<file path="src/rtl/core/bdln_pkg.sv">
// ----------------------------------------------------------------------------
// bdln_pkg
// Shared types and constants for the battery drain and lead noise source.
// ----------------------------------------------------------------------------
package bdln_pkg;

    // input command codes
    localparam logic CMD_RESTART = 1'b0;
    localparam logic CMD_TICK    = 1'b1;

    // register indexes
    localparam logic [2:0] REG_NOMINAL = 3'd0;
    localparam logic [2:0] REG_ERI     = 3'd1;
    localparam logic [2:0] REG_EOL     = 3'd2;
    localparam logic [2:0] REG_AMP     = 3'd3;
    localparam logic [2:0] REG_WIDTH   = 3'd4;
    localparam logic [2:0] REG_FAULT   = 3'd5;
    localparam logic [2:0] REG_SEED    = 3'd6;

    // register reset values
    localparam logic [15:0] RST_NOMINAL = 16'd2800;
    localparam logic [15:0] RST_ERI     = 16'd2500;
    localparam logic [15:0] RST_EOL     = 16'd2200;
    localparam logic [15:0] RST_AMP     = 16'd3500;
    localparam logic [7:0]  RST_WIDTH   = 8'd1;
    localparam logic [15:0] RST_FAULT   = 16'd2500;
    localparam logic [31:0] RST_SEED    = 32'h9E37_79B9;

    // noise generator
    localparam logic [31:0] LCG_MUL = 32'd1103515245;
    localparam logic [30:0] LCG_ADD = 31'd12345;

    // idle drain: dt / 20000, at most 3 for a 16-bit dt
    localparam int unsigned IDLE_DIV = 20000;
    localparam logic [15:0] IDLE_T1  = 16'(IDLE_DIV);
    localparam logic [15:0] IDLE_T2  = 16'(IDLE_DIV * 2);
    localparam logic [15:0] IDLE_T3  = 16'(IDLE_DIV * 3);

    // amplitude / 1000 as (amp * K_AMP) >> AMP_SHIFT, exact for 16-bit amp
    localparam logic [31:0] K_AMP     = 32'd67109;
    localparam int unsigned AMP_SHIFT = 26;

    // t / 25 as (t * K_25) >> 32, low by at most one for 27-bit t
    localparam logic [31:0] K_25     = 32'd171798691;
    localparam logic [4:0]  IMP_DIV  = 5'd25;

    // elapsed / 733000 as (e * K_FLT) >> 32, low by at most one
    localparam logic [31:0] K_FLT        = 32'd5859;
    localparam logic [31:0] FAULT_PERIOD = 32'd733000;
    localparam logic [20:0] FAULT_P21    = 21'(FAULT_PERIOD);

    // impedance bases
    localparam logic [15:0] A_BASE    = 16'd400;
    localparam logic [15:0] V_BASE    = 16'd450;
    localparam logic [15:0] A_RESTART = 16'd500;
    localparam logic [15:0] V_RESTART = 16'd550;

    // multiplier operand select
    typedef enum logic [2:0] {
        MS_AMP,
        MS_PACE,
        MS_LCG,
        MS_MOD,
        MS_FLT_Q,
        MS_FLT_M
    } t_mul_sel;

    // controller to datapath commands
    typedef struct packed {
        logic     capture;
        logic     mul_en;
        t_mul_sel mul_sel;
        logic     drain_en;
        logic     flag_en;
        logic     noise_en;
        logic     a_en;
        logic     v_en;
        logic     tick_out;
        logic     restart;
    } t_dp_cmd;

    // datapath to controller status
    typedef struct packed {
        logic out_free;
    } t_dp_stat;

endpackage

</file>
<file path="src/rtl/core/battery_drain_lead_noise_model_top.sv">
// ----------------------------------------------------------------------------
// battery_drain_lead_noise_model_top
// Simulated implant battery drain with sticky indicators and lead impedances.
// ----------------------------------------------------------------------------
//  channel   direction  handshake              payload
//  -------   ---------  ---------------------  ------------------------------
//  in        request    i_in_valid/o_in_stall  command, dt_ms, paced
//  out       result     o_out_valid/i_out_stall battery, flags, impedances
//  cfg       write      i_cfg_valid/o_cfg_ready index (3 bits), data (32 bits)
//
//  A tick request steps through one shared multiplier: pacing cost, two
//  noise steps, two residues by 400 and the fault residue. Reset is
//  synchronous, active low, and loads the register defaults.
//  A stalled result holds in the output register while the next request is
//  accepted; that request waits at its last step until the result is taken.
// ----------------------------------------------------------------------------
module battery_drain_lead_noise_model_top
    import bdln_pkg::*;
(
    input  logic        i_clk,
    input  logic        i_rst_n,
    input  logic        i_in_valid,
    output logic        o_in_stall,
    input  logic        i_command,
    input  logic [15:0] i_dt_ms,
    input  logic        i_paced,
    output logic        o_out_valid,
    input  logic        i_out_stall,
    output logic [15:0] o_battery_mv,
    output logic        o_eri_flag,
    output logic        o_eol_flag,
    output logic [15:0] o_atrial_impedance_ohms,
    output logic [15:0] o_ventricular_impedance_ohms,
    input  logic        i_cfg_valid,
    output logic        o_cfg_ready,
    input  logic [2:0]  i_cfg_index,
    input  logic [31:0] i_cfg_data
);

    t_dp_cmd  dp_cmd;
    t_dp_stat dp_stat;

    // configuration writes are always taken
    assign o_cfg_ready = 1'b1;

    bdln_ctrl u_ctrl (
        .i_clk      (i_clk),
        .i_rst_n    (i_rst_n),
        .i_in_valid (i_in_valid),
        .i_command  (i_command),
        .o_in_stall (o_in_stall),
        .i_stat     (dp_stat),
        .o_cmd      (dp_cmd)
    );

    bdln_dp u_dp (
        .i_clk                        (i_clk),
        .i_rst_n                      (i_rst_n),
        .i_cmd                        (dp_cmd),
        .o_stat                       (dp_stat),
        .i_dt_ms                      (i_dt_ms),
        .i_paced                      (i_paced),
        .i_cfg_valid                  (i_cfg_valid),
        .i_cfg_index                  (i_cfg_index),
        .i_cfg_data                   (i_cfg_data),
        .o_out_valid                  (o_out_valid),
        .i_out_stall                  (i_out_stall),
        .o_battery_mv                 (o_battery_mv),
        .o_eri_flag                   (o_eri_flag),
        .o_eol_flag                   (o_eol_flag),
        .o_atrial_impedance_ohms      (o_atrial_impedance_ohms),
        .o_ventricular_impedance_ohms (o_ventricular_impedance_ohms)
    );

endmodule

</file>
<file path="src/rtl/core/bdln_ctrl.sv">
// ----------------------------------------------------------------------------
// bdln_ctrl
// Sequencer that steps one request through the shared multiplier datapath.
// ----------------------------------------------------------------------------
module bdln_ctrl
    import bdln_pkg::*;
(
    input  logic     i_clk,
    input  logic     i_rst_n,
    input  logic     i_in_valid,
    input  logic     i_command,
    output logic     o_in_stall,
    input  t_dp_stat i_stat,
    output t_dp_cmd  o_cmd
);

    typedef enum logic [12:0] {
        ST_IDLE    = 13'b0_0000_0000_0001,
        ST_RESTART = 13'b0_0000_0000_0010,
        ST_AMP     = 13'b0_0000_0000_0100,
        ST_PACE    = 13'b0_0000_0000_1000,
        ST_DRAIN   = 13'b0_0000_0001_0000,
        ST_S1      = 13'b0_0000_0010_0000,
        ST_M1      = 13'b0_0000_0100_0000,
        ST_R1      = 13'b0_0000_1000_0000,
        ST_S2      = 13'b0_0001_0000_0000,
        ST_M2      = 13'b0_0010_0000_0000,
        ST_R2      = 13'b0_0100_0000_0000,
        ST_F1      = 13'b0_1000_0000_0000,
        ST_F2      = 13'b1_0000_0000_0000
    } t_state;

    t_state r_state;
    t_state n_state;
    logic   accept;

    assign o_in_stall = (r_state != ST_IDLE);
    assign accept     = i_in_valid && !o_in_stall;

    // next state and commands
    always_comb begin
        n_state = r_state;
        o_cmd   = '0;
        o_cmd.mul_sel = MS_AMP;
        unique case (r_state)
            ST_IDLE: begin
                o_cmd.capture = accept;
                if (accept) begin
                    n_state = (i_command == CMD_TICK) ? ST_AMP : ST_RESTART;
                end
            end
            ST_RESTART: begin
                if (i_stat.out_free) begin
                    o_cmd.restart = 1'b1;
                    n_state = ST_IDLE;
                end
            end
            ST_AMP: begin
                o_cmd.mul_en  = 1'b1;
                o_cmd.mul_sel = MS_AMP;
                n_state = ST_PACE;
            end
            ST_PACE: begin
                o_cmd.mul_en  = 1'b1;
                o_cmd.mul_sel = MS_PACE;
                n_state = ST_DRAIN;
            end
            ST_DRAIN: begin
                o_cmd.drain_en = 1'b1;
                o_cmd.mul_en   = 1'b1;
                o_cmd.mul_sel  = MS_LCG;
                n_state = ST_S1;
            end
            ST_S1: begin
                o_cmd.flag_en  = 1'b1;
                o_cmd.noise_en = 1'b1;
                n_state = ST_M1;
            end
            ST_M1: begin
                o_cmd.mul_en  = 1'b1;
                o_cmd.mul_sel = MS_MOD;
                n_state = ST_R1;
            end
            ST_R1: begin
                o_cmd.a_en    = 1'b1;
                o_cmd.mul_en  = 1'b1;
                o_cmd.mul_sel = MS_LCG;
                n_state = ST_S2;
            end
            ST_S2: begin
                o_cmd.noise_en = 1'b1;
                n_state = ST_M2;
            end
            ST_M2: begin
                o_cmd.mul_en  = 1'b1;
                o_cmd.mul_sel = MS_MOD;
                n_state = ST_R2;
            end
            ST_R2: begin
                o_cmd.v_en    = 1'b1;
                o_cmd.mul_en  = 1'b1;
                o_cmd.mul_sel = MS_FLT_Q;
                n_state = ST_F1;
            end
            ST_F1: begin
                o_cmd.mul_en  = 1'b1;
                o_cmd.mul_sel = MS_FLT_M;
                n_state = ST_F2;
            end
            ST_F2: begin
                if (i_stat.out_free) begin
                    o_cmd.tick_out = 1'b1;
                    n_state = ST_IDLE;
                end
            end
            default: begin
                n_state = ST_IDLE;
            end
        endcase
    end

    // state register
    always_ff @(posedge i_clk) begin
        if (!i_rst_n) begin
            r_state <= ST_IDLE;
        end else begin
            r_state <= n_state;
        end
    end

endmodule

</file>
<file path="src/rtl/core/bdln_dp.sv">
// ----------------------------------------------------------------------------
// bdln_dp
// Registers, battery state, shared multiplier, residue logic and result stage.
// ----------------------------------------------------------------------------
module bdln_dp
    import bdln_pkg::*;
(
    input  logic        i_clk,
    input  logic        i_rst_n,
    input  t_dp_cmd     i_cmd,
    output t_dp_stat    o_stat,
    input  logic [15:0] i_dt_ms,
    input  logic        i_paced,
    input  logic        i_cfg_valid,
    input  logic [2:0]  i_cfg_index,
    input  logic [31:0] i_cfg_data,
    output logic        o_out_valid,
    input  logic        i_out_stall,
    output logic [15:0] o_battery_mv,
    output logic        o_eri_flag,
    output logic        o_eol_flag,
    output logic [15:0] o_atrial_impedance_ohms,
    output logic [15:0] o_ventricular_impedance_ohms
);

    // configuration
    logic [15:0] r_nominal;
    logic [15:0] r_eri_thr;
    logic [15:0] r_eol_thr;
    logic [15:0] r_amp;
    logic [7:0]  r_width;
    logic [15:0] r_fault;
    logic [31:0] r_seed;

    // model state
    logic [15:0] r_batt;
    logic        r_eri;
    logic        r_eol;
    logic [31:0] r_elapsed;
    logic [31:0] r_noise;

    // working registers
    logic [15:0] r_dt;
    logic        r_paced;
    logic [63:0] r_prod;
    logic [15:0] r_a_imp;
    logic [15:0] r_v_noise;

    logic [31:0] mul_a;
    logic [31:0] mul_b;
    logic [63:0] n_prod;
    logic [1:0]  idle_mv;
    logic [15:0] pace_mv;
    logic [16:0] drain;
    logic [15:0] n_batt;
    logic [30:0] n_noise;
    logic [5:0]  q25_low;
    logic [5:0]  r6;
    logic [4:0]  r25;
    logic [8:0]  span_ofs;
    logic [20:0] r21;
    logic [19:0] fault_rem;
    logic        fault_hit;
    logic [15:0] v_imp;

    assign o_stat.out_free = !o_out_valid || !i_out_stall;

    // write configuration registers
    always_ff @(posedge i_clk) begin
        if (!i_rst_n) begin
            r_nominal <= RST_NOMINAL;
            r_eri_thr <= RST_ERI;
            r_eol_thr <= RST_EOL;
            r_amp     <= RST_AMP;
            r_width   <= RST_WIDTH;
            r_fault   <= RST_FAULT;
            r_seed    <= RST_SEED;
        end else if (i_cfg_valid) begin
            unique case (i_cfg_index)
                REG_NOMINAL: r_nominal <= i_cfg_data[15:0];
                REG_ERI:     r_eri_thr <= i_cfg_data[15:0];
                REG_EOL:     r_eol_thr <= i_cfg_data[15:0];
                REG_AMP:     r_amp     <= i_cfg_data[15:0];
                REG_WIDTH:   r_width   <= i_cfg_data[7:0];
                REG_FAULT:   r_fault   <= i_cfg_data[15:0];
                REG_SEED:    r_seed    <= i_cfg_data;
                default: begin
                end
            endcase
        end
    end

    // select multiplier operands
    always_comb begin
        unique case (i_cmd.mul_sel)
            MS_AMP: begin
                mul_a = {16'b0, r_amp};
                mul_b = K_AMP;
            end
            MS_PACE: begin
                mul_a = {25'b0, r_prod[AMP_SHIFT+6:AMP_SHIFT]};
                mul_b = {23'b0, ({1'b0, r_width} + 9'd1)};
            end
            MS_LCG: begin
                mul_a = {1'b0, r_noise[30:0]};
                mul_b = LCG_MUL;
            end
            MS_MOD: begin
                mul_a = {5'b0, r_noise[30:4]};
                mul_b = K_25;
            end
            MS_FLT_Q: begin
                mul_a = r_elapsed;
                mul_b = K_FLT;
            end
            MS_FLT_M: begin
                mul_a = {19'b0, r_prod[44:32]};
                mul_b = FAULT_PERIOD;
            end
            default: begin
                mul_a = '0;
                mul_b = '0;
            end
        endcase
        n_prod = {32'b0, mul_a} * {32'b0, mul_b};
    end

    // drain: idle share by threshold compare, pacing share from the product
    always_comb begin
        if (r_dt >= IDLE_T3) begin
            idle_mv = 2'd3;
        end else if (r_dt >= IDLE_T2) begin
            idle_mv = 2'd2;
        end else if (r_dt >= IDLE_T1) begin
            idle_mv = 2'd1;
        end else begin
            idle_mv = 2'd0;
        end
        if (!r_paced) begin
            pace_mv = 16'd0;
        end else if (r_prod[15:0] == 16'd0) begin
            pace_mv = 16'd1;
        end else begin
            pace_mv = r_prod[15:0];
        end
        drain = {15'b0, idle_mv} + {1'b0, pace_mv};
        n_batt = ({1'b0, r_batt} > drain) ? (r_batt - drain[15:0]) : 16'd0;
    end

    // noise step: low 31 bits of the product plus the increment
    assign n_noise = r_prod[30:0] + LCG_ADD;

    // residue of the upper noise bits by 25; the true remainder is below 50
    always_comb begin
        q25_low  = r_prod[37:32];
        r6       = r_noise[9:4] - ({q25_low[1:0], 4'b0} + {q25_low[2:0], 3'b0} + q25_low);
        r25      = (r6 >= {1'b0, IMP_DIV}) ? 5'(r6 - {1'b0, IMP_DIV}) : r6[4:0];
        span_ofs = {r25, r_noise[3:0]};
    end

    // fault window: elapsed mod period against dt
    always_comb begin
        r21       = r_elapsed[20:0] - r_prod[20:0];
        fault_rem = (r21 >= FAULT_P21) ? 20'(r21 - FAULT_P21) : r21[19:0];
        fault_hit = (fault_rem < {4'b0, r_dt});
        v_imp     = fault_hit ? r_fault : r_v_noise;
    end

    // hold request fields and working values
    always_ff @(posedge i_clk) begin
        if (i_cmd.capture) begin
            r_dt    <= i_dt_ms;
            r_paced <= i_paced;
        end
        if (i_cmd.mul_en) begin
            r_prod <= n_prod;
        end
        if (i_cmd.a_en) begin
            r_a_imp <= A_BASE + {7'b0, span_ofs};
        end
        if (i_cmd.v_en) begin
            r_v_noise <= V_BASE + {7'b0, span_ofs};
        end
    end

    // advance model state
    always_ff @(posedge i_clk) begin
        if (!i_rst_n) begin
            r_batt    <= RST_NOMINAL;
            r_eri     <= 1'b0;
            r_eol     <= 1'b0;
            r_elapsed <= '0;
            r_noise   <= RST_SEED;
        end else begin
            if (i_cmd.restart) begin
                r_batt    <= r_nominal;
                r_eri     <= 1'b0;
                r_eol     <= 1'b0;
                r_elapsed <= '0;
                r_noise   <= r_seed;
            end
            if (i_cmd.capture) begin
                r_elapsed <= r_elapsed + {16'b0, i_dt_ms};
            end
            if (i_cmd.drain_en) begin
                r_batt <= n_batt;
            end
            if (i_cmd.flag_en) begin
                if (r_batt <= r_eri_thr) begin
                    r_eri <= 1'b1;
                end
                if (r_batt <= r_eol_thr) begin
                    r_eol <= 1'b1;
                end
            end
            if (i_cmd.noise_en) begin
                r_noise <= {1'b0, n_noise};
            end
        end
    end

    // result register
    always_ff @(posedge i_clk) begin
        if (!i_rst_n) begin
            o_out_valid <= 1'b0;
        end else if (i_cmd.restart || i_cmd.tick_out) begin
            o_out_valid <= 1'b1;
        end else if (!i_out_stall) begin
            o_out_valid <= 1'b0;
        end
    end

    always_ff @(posedge i_clk) begin
        if (i_cmd.restart) begin
            o_battery_mv                 <= r_nominal;
            o_eri_flag                   <= 1'b0;
            o_eol_flag                   <= 1'b0;
            o_atrial_impedance_ohms      <= A_RESTART;
            o_ventricular_impedance_ohms <= V_RESTART;
        end else if (i_cmd.tick_out) begin
            o_battery_mv                 <= r_batt;
            o_eri_flag                   <= r_eri;
            o_eol_flag                   <= r_eol;
            o_atrial_impedance_ohms      <= r_a_imp;
            o_ventricular_impedance_ohms <= v_imp;
        end
    end

endmodule

</file>
<file path="config.mk">
export PLATFORM = sky130hd
export DESIGN_NAME = battery_drain_lead_noise_model_top
export DESIGN_NICKNAME = d
export VERILOG_FILES = /design/src/rtl/core/bdln_pkg.sv /design/src/rtl/core/battery_drain_lead_noise_model_top.sv /design/src/rtl/core/bdln_ctrl.sv /design/src/rtl/core/bdln_dp.sv
export SDC_FILE = /design/constraint.sdc
export NUM_CORES = 2
export LEC_CHECK = 0
export ABC_AREA = 1
export BUFFER_PORTS_ARGS = -buffer_cell sky130_fd_sc_hd__buf_2
export CELL_PAD_IN_SITES_DETAIL_PLACEMENT = 1
export CELL_PAD_IN_SITES_GLOBAL_PLACEMENT = 1
export CORE_MARGIN = 8
export CORE_UTILIZATION = 54
export CTS_CLUSTER_DIAMETER = 150
export DETAILED_ROUTE_END_ITERATION = 10
export HOLD_SLACK_MARGIN = 0.05
export PLACE_DENSITY = 0.95
export SYNTH_ARGS = -nofsm -noshare
export SYNTH_HDL_FRONTEND = slang
export SYNTH_SLANG_ARGS = --single-unit
export TNS_END_PERCENT = 1
</file>
<file path="constraint.sdc">
create_clock -name i_clk -period 24.2 [get_ports i_clk]
set_input_delay 1.21 -clock i_clk [delete_from_list [all_inputs] [get_ports i_clk]]
set_output_delay 1.21 -clock i_clk [all_outputs]
set_load 0.1 [all_outputs]
</file>
Yosys cells after proc, flatten, opt, wreduce, memory -nomap -nowiden
Index checks and enable logic that the tools add are counted.
{"block": "word_totals", "register_bits": 358, "output_inout_bits": 53, "elab_cells": 141}
{"block": "classes", "add_sub_neg": 13, "multipliers": 1, "order_cmp": 9, "n_eq_ne": 28, "muxes": 41, "reduce_logical": 25}
{"cell": "32-bit one-hot mux with 6 select lines", "count": 1}
{"cell": "31-bit one-hot mux with 6 select lines", "count": 1}
{"cell": "13-bit one-hot mux with 12 select lines", "count": 1}
{"cell": "16-bit two-way mux", "count": 8}
{"cell": "32-bit two-way mux", "count": 2}
{"cell": "31-bit two-way mux", "count": 2}
{"cell": "32-bit by 31-bit multiplier with 45-bit output", "count": 1}
{"cell": "32-bit by 16-bit adder with 32-bit output", "count": 1}
{"cell": "16-bit greater-or-equal comparator (second input constant)", "count": 2}
{"cell": "16-bit less-or-equal comparator", "count": 2}
{"cell": "31-bit by 14-bit adder with 31-bit output (second input constant)", "count": 1}
{"cell": "13-bit two-way mux", "count": 2}
{"cell": "4-bit one-hot mux with 6 select lines", "count": 1}
{"cell": "21-bit by 20-bit greater-or-equal comparator with 1-bit output (second input constant)", "count": 1}
{"cell": "21-bit subtractor", "count": 1}
{"cell": "9-bit by 9-bit adder with 10-bit output (first input constant)", "count": 2}
{"cell": "20-bit by 16-bit less-than comparator with 1-bit output", "count": 1}
{"cell": "20-bit two-way mux", "count": 1}
{"cell": "20-bit subtractor (second input constant)", "count": 1}
{"cell": "1-bit two-way mux", "count": 18}
{"cell": "2-bit by 16-bit adder with 17-bit output", "count": 1}
{"cell": "16-bit by 17-bit greater-than comparator with 1-bit output", "count": 1}
{"cell": "16-bit by 15-bit greater-or-equal comparator with 1-bit output (second input constant)", "count": 1}
{"cell": "16-bit zero test", "count": 1}
{"cell": "other kinds (34)", "count": 63}

Longest topological paths before layout
{"block": "logic_depth", "ltp_word": 8, "mapped_depth": 48, "depth_no_buf": 45}

Modules after synthesis
Synthesis repeated with hierarchy kept, for this count alone.
{"block": "hier_totals", "hier_cells": 5090, "hier_area_um2": 41776.3}
{"module": "bdln_dp", "n_inst": 1, "cells_each": 4954, "area_per_inst_um2": 40825.4, "seq_area_each_um2": 7527.2}
{"module": "bdln_ctrl", "n_inst": 1, "cells_each": 134, "area_per_inst_um2": 939.7, "seq_area_each_um2": 260.2}
{"module": "battery_drain_lead_noise_model_top", "n_inst": 1, "cells_each": 2, "area_per_inst_um2": 11.3, "seq_area_each_um2": 0.0}

Least setup slack after synthesis
OpenSTA, ideal clock, no wires.
{"block": "synth_path", "path_kind": "reg-to-reg", "startpoint": "register u_ctrl.r_state[10]", "endpoint": "register u_dp.r_prod[44] (data pin)", "setup_time_ps": 249, "arrival_time_ps": 8213, "required_time_ps": 23951, "path_slack_ps": 15737, "path_stages_with_launch": 42, "n_path_buf": 3, "period_less_slack_ps": 8463, "cell_sequence": "dfxtp_1 > nor2_2 > nand2_2 > nor2_4 > nand2_4 > inv_2 > nand2_1 > o21ai_2 > buf_6 > inv_1 > buf_2 > buf_2 > nor2_1 > inv_1 > nand2_1 > nor2_1 > inv_1 > nand2_1 > [... 6 more ...] > inv_1 > fa_1 > fa_1 > fa_1 > inv_1 > fa_1 > inv_1 > ha_1 > a21oi_1 > o21ai_0 > a221oi_1 > nand3_1 > nand3_1 > nand3_1 > xor2_1 > nand3b_1 > nand2_1 > inv_1"}
{"block": "synth_between", "elab_chain_cells": 6, "elab_cells_between_ends": 20, "cone_classes": "1 x mul; 13 x eq/ne; 3 x mux; 3 x reduce/logical"}
{"item": "from (decl)", "line_no": "bdln_ctrl.sv:33", "rtl": "t_state r_state;"}
{"item": "from (signal assigned)", "line_no": "bdln_ctrl.sv:127", "rtl": "r_state <= n_state;"}
{"item": "13-bit by 7-bit equality test with 1-bit output, or another cell as far along", "line_no": "bdln_ctrl.sv:45", "rtl": "unique case (r_state)"}
{"item": "2-bit OR reduction (no line)"}
{"item": "4-bit one-hot mux with 6 select lines *", "line_no": "bdln_ctrl.sv:45"}
{"item": "3-bit equality test, or another cell as far along", "line_no": "bdln_dp.sv:95", "rtl": "unique case (i_cmd.mul_sel)"}
{"item": "32-bit one-hot mux with 6 select lines or 31-bit one-hot mux with 6 select lines (tied branches)", "line_no": "bdln_dp.sv:95"}
{"item": "32-bit by 31-bit multiplier with 45-bit output *", "line_no": "bdln_dp.sv:125", "rtl": "n_prod = {32'b0, mul_a} * {32'b0, mul_b};"}
{"item": "via u_dp.n_prod[44]", "line_no": "bdln_dp.sv:51", "rtl": "logic [63:0] n_prod;"}
{"item": "to (signal assigned)", "line_no": "bdln_dp.sv:176", "rtl": "r_prod <= n_prod;"}
{"item": "to (decl)", "line_no": "bdln_dp.sv:45", "rtl": "logic [63:0] r_prod;"}
Mark *: on every way through the listed nets, which the timed path passes. The rest lies on a longest branch.
A chain may end at the register's enable or synchronous reset.

Worst setup path after layout
{"block": "layout_path", "startpoint": "register u_ctrl.r_state[4]", "endpoint": "register u_dp.r_prod[44] (data pin)"}
The elaborated chain is that of the path after synthesis.

==> key figures <==
Timing
  – Final setup violation count: 0
  – Max Transition Viols Final: 0
  – Slew @ Worst Pin: around 1200 ps
  – Setup WS post-layout: between 10000 and 15000 ps
  – RSZ-0062 raised after global routing: no
  – Max Clk Rate: between 0.07 and 0.08 GHz
  – Setup_tns: 0 ps
  – Skew final: a little over 40 ps
  – Final period util: between 50% and 60%
  – Slew margin rel.: between 15 and 20%
  – Final hold vios: 0
  – Minimum clock period: roughly 13000 ps

Critical path
  – R2R Setup Slk: around 12000 ps
  – Setup crit end kind: flop
  – Family with the most delay on the worst path: simple AND/OR/NAND/NOR gates
  – Critical Path RT: approximately 25000 ps
  – Slowest CP cell: nor4_1
  – Bufs and invs on worst path: 12
  – CP arrival: approximately 13000 ps
  – Stages on the worst setup path: 42
  – Register-to-Register Path Depth: 42
  – Kind of critical path: reg -> reg
  – Most common cell on crit path: inv_1
  – Crit path largest cell delay: between 800 and 900 ps
  – Crit-path max FO: 48
  – Crit start category: flop

Placed design
  – DP Wirelength: roughly 140 mm
  – Area after DPL: 43800 µm²
  – Place WS: around 12000 ps
  – GPL Wtd Cong: 1.033
  – # port buffers: approximately 100

Clock network
  – Max H-tree Level: 2
  – Post_cts resized: 0
  – CTS Hold Bufs: 0
  – CTS tree: yes
  – Clk slew on worst S/H paths: 70 ps
  – Clk sink count: 340
  – Number of buffers created by CTS: 37
  – Clock Tree Buf Depth: 3
  – Clock Root Buffer: clkbuf_16
  – Worst-Skew Late Latency: 590 ps
  – Setup repair bufs after CTS: 0

Routing
  – Final wirelength: 175.7 mm
  – Vias: around 38000
  – Number of remaining DRC errors: 0
  – WL per Instance: roughly 28 µm
  – Antenna Violating Nets Remaining: 0
  – Detailed router's first-iteration violation count: around 3600
  – Pre-Repair DR Iteration Count: 6
  – Routed vias/inst: 6.027

Finish
  – Fillcell total: 9545
  – Layout cell share with drive strength beyond 1: under 10%
  – Final nets: between 6000 and 7000
  – Util after Layout: around three fifths
  – Final Instance Area: between 40000 and 50000 µm²
  – Synth-to-Final Area Change: 7.235%

Synth
  – Yosys top cell area share: 30.74%
  – Top cells by area, synth: fa_1, inv_1, dfxtp_1
  – Mean Syn Cell Area: about 8 µm²
  – Netlist cell types: roughly 60
  – Post-synthesis sequential area ratio: a little under a fifth
  – EDFF count, synth: 98
  – Synth Register Bits: between 300 and 400
  – Synth area leader: fa_1
  – Post-synth top cells: inv_1, nand2_1, fa_1, nor2_1, ha_1
  – Cells after synthesis: roughly 5200
  – Ys Warns: 0
  – Synth Cell Area: 42010 µm²
  – Ys flop type: dfxtp_1
  – Ys async rst share: 0%
  – Most frequent cell after synthesis: inv_1

Floorplanning
  – Die area: between 80000 and 90000 µm²
  – Core ar.: approximately 77000 µm²
  – Starting Density: between 50 and 60%
  – Die Height: 294.9 µm
  – Die X-Extent: between 200 and 300 µm
  – Num rows: roughly 100
  – Ports: 111

GRT
  – First-pass GRT wire length: ~260 mm
  – Largest net degree at the start of global routing: between 90 and 100
  – Via count of the first global-routing pass: between 40000 and 50000
  – Total track usage: 40.41%
  – Congestion Overflow GR: 0
  – Initial antenna violation count: 8

Worst hold path
  – Classification of the worst-slack hold path: reg -> reg
  – Hold Path Cell Cnt: 2

Run
  – Max cap viols: 0

Status
  – Status: finished clean

Pwr
  – LEAKAGE: roughly 24 nW
  – Pwr dens: 62.26 nW/µm²
  – VDD IR max: about 0.058 mV
[cells by family after synthesis]
family	after synthesis	share of synthesized area [%]
DFF	340	18.54
other	2	0.01788
AOI/OAI and AO/OA	620	8.409
adders and majority gates	982	40.78
buffers and inverters	1461	13.22
and+or+nand+nor	1632	16.02
xor gates and xnor gates	145	3.023
[metal layers]
metal	vias to the layer above	share of wire, %	routed length, µm	GRT usage, %
li1	15954	-	-	-
met1	19016	34	59140	44.36
met2	2437	47	81950	66.85
met3	981	9.8	17260	9.894
met4	0	9.9	17370	32.14
met5	-	0	0	0
[final cells by class]
type                            instances  area (µm²)  area share, %
Tap cell                             1040        1301          2.889
Sequential cell                       340        7787          17.29
Timing Repair Buffer                  134       753.2          1.672
Multi-Input combinational cell       3438       28900          64.15
Antenna cell                            2       5.005        0.01111
Clock buffer                           52        1079          2.394
Clock inverter                         16       165.2         0.3666
Inverter                             1347        5056          11.22
[sequential cells by signal (all words and copies together), names as in the netlist, 13 cells and up]
register                           count
u_dp.r_amp                            16
u_dp.r_elapsed                        32
u_dp.r_seed                           31
u_dp.r_fault                          16
u_ctrl.r_state                        13
u_dp.o_battery_mv                     16
u_dp.r_dt                             16
u_dp.r_eri_thr                        16
u_dp.r_prod                           45
u_dp.r_batt                           16
u_dp.r_eol_thr                        16
u_dp.r_nominal                        16
u_dp.r_noise                          31
u_dp.o_ventricular_impedance_ohms     16
[placed cells by master, fill, tap and decap left out, types with 12 or more instances in the layout]
master / n
inv_1: 1330
nand2_1: 909
fa_1: 645
nor2_1: 390
ha_1: 337
a21oi_1: 253
dfxtp_1: 242
o21ai_0: 203
nand3_1: 177
buf_2: 101
xor2_1: 98
edfxtp_1: 98
conb_1: 59
nand4_1: 52
xnor2_1: 47
clkbuf_16: 39
nor3_1: 38
buf_4: 33
o211ai_1: 30
nand2_2: 15
o21ai_1: 13
nor2_2: 12
a31oi_1: 12
[path summary, 6_finish.rpt]
path | start | end
hold reg to reg | u_dp.r_eri_thr[15] | u_dp.r_eri_thr[15]
hold / removal | u_dp.r_eri_thr[15] | u_dp.r_eri_thr[15]
setup reg to reg | u_ctrl.r_state[4] | u_dp.r_prod[44]
setup / recovery | u_ctrl.r_state[4] | u_dp.r_prod[44]
[power breakdown]
group / leakage (nW) / internal (mW) / total (mW) / switching [mW]
logic: 20.1 / 0.406 / 1.51 / 1.10
registers: 2.84 / 0.662 / 0.700 / 0.0386
clock network: 0.609 / 0.329 / 0.599 / 0.270
[worst reg2reg max path, delay by kind of cell, from the launching register on]
family	cells	cell delay, ps
buffers and inverters	12	1600
AOI/OAI and AO/OA	1	680
adders and majority gates	9	4160
DFF	1	340
and+or+nand+nor	19	5490
xor gates and xnor gates	1	170
[through the flow]
step	cells	power (mW)	hold slack, ps
6_report	6369	2.804	460.2
3_3_place_gp	6299	2.002	433.0
2_1_floorplan	5239	1.604	423.6
4_1_cts	6367	2.742	457.5
3_5_place_dp	6299	2.137	445.8
5_1_grt	6367	2.913	478.2
No activity file was read; power rests on OpenSTA's default activity.
